[src/rtl/assert_macros.svh]
// ----------------------------------------------------------------------------
// assert_macros.svh
// Concurrent assertion shorthands for the wall-follow steering block.
// ----------------------------------------------------------------------------
`ifndef ASSERT_MACROS_SVH
`define ASSERT_MACROS_SVH

// Expression holds at every clock edge out of reset.
`define ASSERT_ALWAYS(lbl, clk, rst, expr, msg) \
  lbl: assert property (@(posedge clk) disable iff (rst) (expr)) else $error(msg);

// Antecedent implies consequent on the same edge.
`define ASSERT_IMPL(lbl, clk, rst, ante, cons, msg) \
  lbl: assert property (@(posedge clk) disable iff (rst) (ante) |-> (cons)) \
    else $error(msg);

`endif

[src/rtl/lwf_pkg.sv]
// ----------------------------------------------------------------------------
// lwf_pkg
// Types, fixed-point constants and the CORDIC arctangent table.
// ----------------------------------------------------------------------------
`default_nettype none

package lwf_pkg;

  localparam int CXW = 36;   // CORDIC x/y width
  localparam int CZW = 34;   // CORDIC angle width, Q29

  localparam logic signed [CXW-1:0] GAIN_Q30    = 36'sd652032874;
  localparam logic signed [CZW-1:0] PI_Q29      = 34'sd1686629713;
  localparam logic signed [CZW-1:0] HALF_PI_Q29 = 34'sd843314857;

  localparam logic signed [12:0] STEER_LIMIT    = 13'sd3574;
  localparam logic        [12:0] TEN_DEG_Q13    = 13'd1429;
  localparam logic        [12:0] TWENTY_DEG_Q13 = 13'd2859;

  localparam logic [1:0] SPEED_FAST = 2'd3;
  localparam logic [1:0] SPEED_MID  = 2'd2;
  localparam logic [1:0] SPEED_SLOW = 2'd1;

  typedef enum logic [2:0] {
    CFG_LOW_IDX  = 3'd0,
    CFG_HIGH_IDX = 3'd1,
    CFG_GAP      = 3'd2,
    CFG_TARGET   = 3'd3,
    CFG_LOOKAHD  = 3'd4,
    CFG_KP       = 3'd5,
    CFG_KD       = 3'd6,
    CFG_SUBST    = 3'd7
  } cfg_idx_t;

  typedef enum logic {
    CM_ROTATE = 1'b0,
    CM_VECTOR = 1'b1
  } cordic_mode_t;

  typedef struct packed {
    logic         start;
    cordic_mode_t mode;
  } cordic_ctrl_t;

  function automatic logic signed [CZW-1:0] atan_q29(input logic [4:0] i);
    logic signed [CZW-1:0] v;
    case (i)
      5'd0:  v = 34'sd421657428;
      5'd1:  v = 34'sd248918915;
      5'd2:  v = 34'sd131521918;
      5'd3:  v = 34'sd66762579;
      5'd4:  v = 34'sd33510843;
      5'd5:  v = 34'sd16771758;
      5'd6:  v = 34'sd8387925;
      5'd7:  v = 34'sd4194219;
      5'd8:  v = 34'sd2097141;
      5'd9:  v = 34'sd1048575;
      5'd10: v = 34'sd524288;
      5'd11: v = 34'sd262144;
      5'd12: v = 34'sd131072;
      5'd13: v = 34'sd65536;
      5'd14: v = 34'sd32768;
      5'd15: v = 34'sd16384;
      5'd16: v = 34'sd8192;
      5'd17: v = 34'sd4096;
      5'd18: v = 34'sd2048;
      5'd19: v = 34'sd1024;
      5'd20: v = 34'sd512;
      5'd21: v = 34'sd256;
      5'd22: v = 34'sd128;
      5'd23: v = 34'sd64;
      default: v = '0;
    endcase
    return v;
  endfunction

endpackage

`default_nettype wire

[src/rtl/lwf_cordic.sv]
// ----------------------------------------------------------------------------
// lwf_cordic
// Iterative CORDIC, one micro-rotation per cycle; rotation and vectoring.
// ----------------------------------------------------------------------------
`default_nettype none

module lwf_cordic #(
  parameter int STEPS = 16
) (
  input  wire                              clk,
  input  wire                              rst,
  input  wire lwf_pkg::cordic_ctrl_t       ctrl,
  input  wire logic signed [lwf_pkg::CXW-1:0] xin,
  input  wire logic signed [lwf_pkg::CXW-1:0] yin,
  input  wire logic signed [lwf_pkg::CZW-1:0] zin,
  output logic                             done,
  output logic signed [lwf_pkg::CXW-1:0]   xo,
  output logic signed [lwf_pkg::CXW-1:0]   yo,
  output logic signed [lwf_pkg::CZW-1:0]   zo
);
  import lwf_pkg::*;

  localparam int IW = $clog2(STEPS);

  logic signed [CXW-1:0] x, y;
  logic signed [CZW-1:0] z;
  logic                  flip, zero, busy;
  cordic_mode_t          mode;
  logic [IW-1:0]         cnt;

  logic                  dir;
  logic signed [CZW-1:0] at;

  always_comb begin
    at  = atan_q29(5'(cnt));
    dir = (mode == CM_ROTATE) ? (z >= 0) : !(y > 0);
  end

  always_ff @(posedge clk) begin
    if (rst) begin
      busy <= 1'b0;
      done <= 1'b0;
    end else begin
      done <= 1'b0;
      if (ctrl.start) begin
        busy <= 1'b1;
        cnt  <= '0;
        mode <= ctrl.mode;
        flip <= 1'b0;
        zero <= 1'b0;
        if (ctrl.mode == CM_ROTATE) begin
          x <= GAIN_Q30;
          y <= '0;
          if (zin > HALF_PI_Q29) begin
            z    <= zin - PI_Q29;
            flip <= 1'b1;
          end else if (zin < -HALF_PI_Q29) begin
            z    <= zin + PI_Q29;
            flip <= 1'b1;
          end else begin
            z <= zin;
          end
        end else begin
          zero <= (xin == 0) && (yin == 0);
          if (xin < 0) begin
            x <= -xin;
            y <= -yin;
            z <= (yin >= 0) ? PI_Q29 : -PI_Q29;
          end else begin
            x <= xin;
            y <= yin;
            z <= '0;
          end
        end
      end else if (busy) begin
        if (dir) begin
          x <= x - (y >>> cnt);
          y <= y + (x >>> cnt);
          z <= z - at;
        end else begin
          x <= x + (y >>> cnt);
          y <= y - (x >>> cnt);
          z <= z + at;
        end
        if (cnt == IW'(STEPS - 1)) begin
          busy <= 1'b0;
          done <= 1'b1;
        end
        cnt <= cnt + 1'b1;
      end
    end
  end

  // vectoring mode: x unchanged direction sign, dir picks add when y <= 0
  assign xo = flip ? -x : x;
  assign yo = flip ? -y : y;
  assign zo = zero ? '0 : z;

endmodule

`default_nettype wire

[config.mk]
export PLATFORM = sky130hd
export DESIGN_NAME = lwf_cordic
export DESIGN_NICKNAME = d
export VERILOG_FILES = /design/src/rtl/assert_macros.svh /design/src/rtl/lwf_pkg.sv /design/src/rtl/lwf_cordic.sv
export SDC_FILE = /design/constraint.sdc
export NUM_CORES = 1
export LEC_CHECK = 0
export BUFFER_PORTS_ARGS = -buffer_cell sky130_fd_sc_hd__buf_2
export CAP_MARGIN = 20
export CORE_MARGIN = 5
export CORE_UTILIZATION = 33
export DETAILED_ROUTE_END_ITERATION = 12
export GPL_ROUTABILITY_DRIVEN = 0
export PLACE_DENSITY_LB_ADDON = 0.05
export SLEW_MARGIN = 5
export SYNTH_ARGS = -nofsm -noshare
export SYNTH_HDL_FRONTEND = slang
export SYNTH_SLANG_ARGS = --single-unit
[constraint.sdc]
create_clock -name clk -period 14.2 [get_ports clk]
set_clock_uncertainty 0.15 [all_clocks]
set_input_delay 1.42 -clock clk [delete_from_list [all_inputs] [get_ports clk]]
set_output_delay 1.42 -clock clk [all_outputs]
set_load 0.03 [all_outputs]
==> results summary <==
The run finished with clean final reports. The H-tree generated during clock tree synthesis spans 4 levels. Sorting the synthesized cells by area gives the leading types as sky130_fd_sc_hd__edfxtp_1, sky130_fd_sc_hd__xnor2_1, sky130_fd_sc_hd__ha_1. The library cell used most frequently in the layout, excluding fill and tap cells, is sky130_fd_sc_hd__a21oi_1.

The minimum setup slack in the final design is approximately 6.6 ns. The biggest area contributor in the post-synthesis netlist is sky130_fd_sc_hd__edfxtp_1. The number of synthesized register bits is 143.

The vertical die dimension came out at around 270 um. The maximum net fanout on the critical path is 40. The count of flip-flops with a built-in enable after synthesis came out at 113. The clock net in this run drives a total of around 140 sinks.

The longest clock path from root to sink contains 2 buffers. The path class of the tightest hold or removal check is reg -> reg. The post-synthesis share of cell area spent on xor and xnor gates came out at between 10 and 15%. The total power density per cell area came out at 220 nW/um^2. The placed instances occupy a cell area of between 20000 and 25000 sq um.

The top-level port count is 217. The peak supply drop is 107 uV. Averaged over all synthesized cells, the footprint is roughly 8.2 sq um. The worst max-slew margin expressed relative to the limit came out at roughly 34%.

The first-pass GRT wire length is 127 mm. The async set or reset register ratio after synthesis came out at 0%. For this run, the detailed router's first-pass iteration total came to 5. The number of remaining DRC errors is 0.

Setup repair after global routing left no endpoint under its margin. Dividing the detail-routed via count by the number of cells gives 5.91. Buffers inserted during clock tree synthesis total 17. The root buffer cell is sky130_fd_sc_hd__clkbuf_16. The synthesized-area fraction occupied by and/or/nand/nor cells came out at 17.5%. The clock tree from TritonCTS is done.

The total wirelength of the detailed-routed design came out at 83.7 mm. The combinational family with the most area after synthesis is compound AO/OA/AOI/OAI gates. For the worst setup path, the data required time is around 14 ns. After detailed routing, the average wire length per cell comes to between 20 and 25 um. The total via count after detailed routing came out at between 20000 and 25000. The actual slew at the worst max-slew pin is ~1 ns. The layout-stage area growth over the synthesis result came out at 9.45%. The sum of negative setup slack came out at 0 ns.

The largest net degree at the start of global routing came out at 73. The number of buffers inserted by port buffering came out at between 200 and 250. The global-route congestion overflow total is 0. The count of instances resized after the clock tree is built is 0. The number of endpoints with negative hold slack in the final report is 0. The max-cap violation count is 0. The number of buffers inserted to repair setup after CTS came out at 0. The via count of the first global-routing pass came out at 21100. Summing the areas of all compound-gate instances in the mapped netlist gives 25.5% of the synthesized area. The post-route fraction of the period consumed by the critical path is 53.5%.

The number of max-slew violations in the final report is 0. The final cell area excluding filler cells came out at ~24000 sq um. The total die area is 72200 sq um. The count of cells along the worst hold path came out at 2.

The initial cell density of the core came out at between 30% and 40%. Clock latency on the worst-skew pair, taken at its later pin, is roughly 0.50 ns. The critical path is of the reg -> reg type. The worst setup slack after placement is about 6.7 ns. The global-route total usage across every layer came out at about 22%. Of the synthesized area, sequential elements account for a little under a fifth. The synthesized instance count is approximately 2700. The number of nets with antenna violations after detailed routing is 0. The arrival time at the worst endpoint is ~7.7 ns. The kind of launch point of the worst setup path is a flop.

The number of synthesis warnings came out at 0. The final net count came out at approximately 3000. The floorplan step set the die width to between 200 and 300 um.

The cell area after technology mapping is 22100 sq um. The top cell types in the final layout, fill and taps aside, are sky130_fd_sc_hd__a21oi_1, sky130_fd_sc_hd__nand2_1, sky130_fd_sc_hd__buf_2. The count of cells along the worst register-to-register path is 20. The achievable frequency came out at approximately 130 MHz. Row generation in the floorplan step produced 94 rows. For the finished layout, the period the worst path requires is 7.60 ns. The category of the worst setup path capture point is a flop. The number of antenna violations at the first check in global routing came to 1.

For this block, the initial DRC count from the detailed router was 1345. The post-synth net total came out at 2941. Buffers inserted to repair hold after CTS numbered 0.

The post-CTS clock slew at the launch and capture registers of the worst setup and hold paths came out at about 0.070 ns. The most used flip-flop cell after synthesis is sky130_fd_sc_hd__edfxtp_1. Counting the fill cells in the layout gives 6941. The post-detailed-placement half-perimeter wirelength came out at ~64 mm. The netlist uses slightly above 90 different library cells. The region available for standard cell placement spans 66100 sq um. The final setup violation count is 0. The fraction of post-synthesis cell area in the top cell type by area is 15.4%. For this design the static power due to leakage is 9.26 nW. The multiplexer area fraction after synthesis came out at between 10 and 15%. The ratio of cells with drive above 1 in the final layout came out at between 10 and 15%. The arithmetic-cell share of the synthesized area counting full adders, half adders and majority gates came out at 7.12%.
==> cells by family after synthesis <==
logic type / count (synthesis)
and+or+nand+nor: 771
adders and majority gates: 124
xor gates and xnor gates: 356
AOI/OAI and AO/OA: 874
DFF: 143
buffers and inverters: 268
muxes: 171
==> worst paths after layout <==
| check | from | slack (ns) | endpoint |
|---|---|---|---|
| setup / recovery | y[5] | 6.60 | x[35] |
| hold / removal | busy | 0.46 | done |
| setup reg to reg | y[5] | 6.60 | x[35] |
| hold reg to reg | busy | 0.46 | done |
==> sequential cells by signal, indices dropped and copies added (netlist names) <==
register / cells
x: 36
y: 36
z: 34
at: 28
cnt: 4
busy: 1
done: 1
flip: 1
mode: 1
zero: 1
==> layer usage <==
metal / GRT usage [%] / routed length (um) / up-vias
li1: - / - / 10400
met1: 27.9 / 35500 / 10600
met2: 39.8 / 42000 / 551
met3: 3.36 / 3350 / 117
met4: 7.64 / 2860 / 0
met5: 0 / 0 / -
==> area by class of cell <==
class	instances	area (sq um)	share of cell area, %
multi-input cells	2296	17000	70.2
flip-flops and latches	143	3990	16.5
repair buffers	250	1340	5.54
well taps	864	1080	4.47
clock buffers	20	437	1.81
inverters	69	262	1.08
clock inverters	12	86.3	0.357
diodes	1	2.50	0.0103
==> critical path, cell delays in order (launching register included) <==
cell and delay (ns):
sky130_fd_sc_hd__edfxtp_1 0.51, sky130_fd_sc_hd__nor4_1 0.80, sky130_fd_sc_hd__nand4_1 0.39, sky130_fd_sc_hd__nand2b_1 0.41, sky130_fd_sc_hd__nor4_1 0.53, sky130_fd_sc_hd__a21oi_1 0.25
sky130_fd_sc_hd__mux2i_4 0.44, sky130_fd_sc_hd__buf_4 0.50, sky130_fd_sc_hd__a21oi_1 0.10, sky130_fd_sc_hd__xnor2_1 0.20, sky130_fd_sc_hd__ha_1 0.31, sky130_fd_sc_hd__nand4_1 0.16
sky130_fd_sc_hd__a2111oi_0 0.12, sky130_fd_sc_hd__o311ai_0 0.62, sky130_fd_sc_hd__nand3_1 0.30, sky130_fd_sc_hd__a221o_1 0.42, sky130_fd_sc_hd__a31oi_1 0.35, sky130_fd_sc_hd__a21oi_1 0.16
sky130_fd_sc_hd__o41ai_1 0.34, sky130_fd_sc_hd__xnor2_1 0.16, sky130_fd_sc_hd__o22ai_1 0.08
==> cells in the mapped netlist, types with 21 or more instances <==
master,number
sky130_fd_sc_hd__dfxtp_1,30
sky130_fd_sc_hd__xnor2_1,204
sky130_fd_sc_hd__a21oi_1,225
sky130_fd_sc_hd__nor4_1,29
sky130_fd_sc_hd__o21ai_0,185
sky130_fd_sc_hd__ha_1,121
sky130_fd_sc_hd__or3_1,22
sky130_fd_sc_hd__a211oi_1,22
sky130_fd_sc_hd__nand2_1,219
sky130_fd_sc_hd__clkbuf_1,145
sky130_fd_sc_hd__o22ai_1,66
sky130_fd_sc_hd__edfxtp_1,113
sky130_fd_sc_hd__a31oi_1,27
sky130_fd_sc_hd__nor2b_1,58
sky130_fd_sc_hd__nor3_1,47
sky130_fd_sc_hd__nand2b_1,31
sky130_fd_sc_hd__or4_1,44
sky130_fd_sc_hd__mux4_2,63
sky130_fd_sc_hd__xor2_1,152
sky130_fd_sc_hd__nand3_1,42
sky130_fd_sc_hd__nor2_1,177
sky130_fd_sc_hd__o41ai_1,32
sky130_fd_sc_hd__mux2i_1,60
sky130_fd_sc_hd__o21a_1,27
sky130_fd_sc_hd__o31ai_1,63
sky130_fd_sc_hd__buf_1,21
sky130_fd_sc_hd__mux2_2,34
sky130_fd_sc_hd__inv_1,66
sky130_fd_sc_hd__a21o_1,53
==> where the power goes <==
part           leakage, nW  internal, mW  switching (mW)
Clock                0.262         0.224           0.212
Sequential            1.33         0.660           0.335
Combinational         7.67          1.64            2.23
Total                 9.26          2.53            2.78
==> metrics by stage <==
stage / power [mW] / hold WS [ns] / util [%] / cells
global placement: 4.87 / 0.410 / 35.8 / 3621
detailed placement: 4.87 / 0.433 / 35.8 / 3621
finish: 5.31 / 0.459 / 36.6 / 3655
CTS: 5.34 / 0.447 / 36.6 / 3653
global route: 5.77 / 0.497 / 36.6 / 3654
floorplan: 3.85 / 0.357 / - / 2707
No activity file was read; power rests on OpenSTA's default activity.
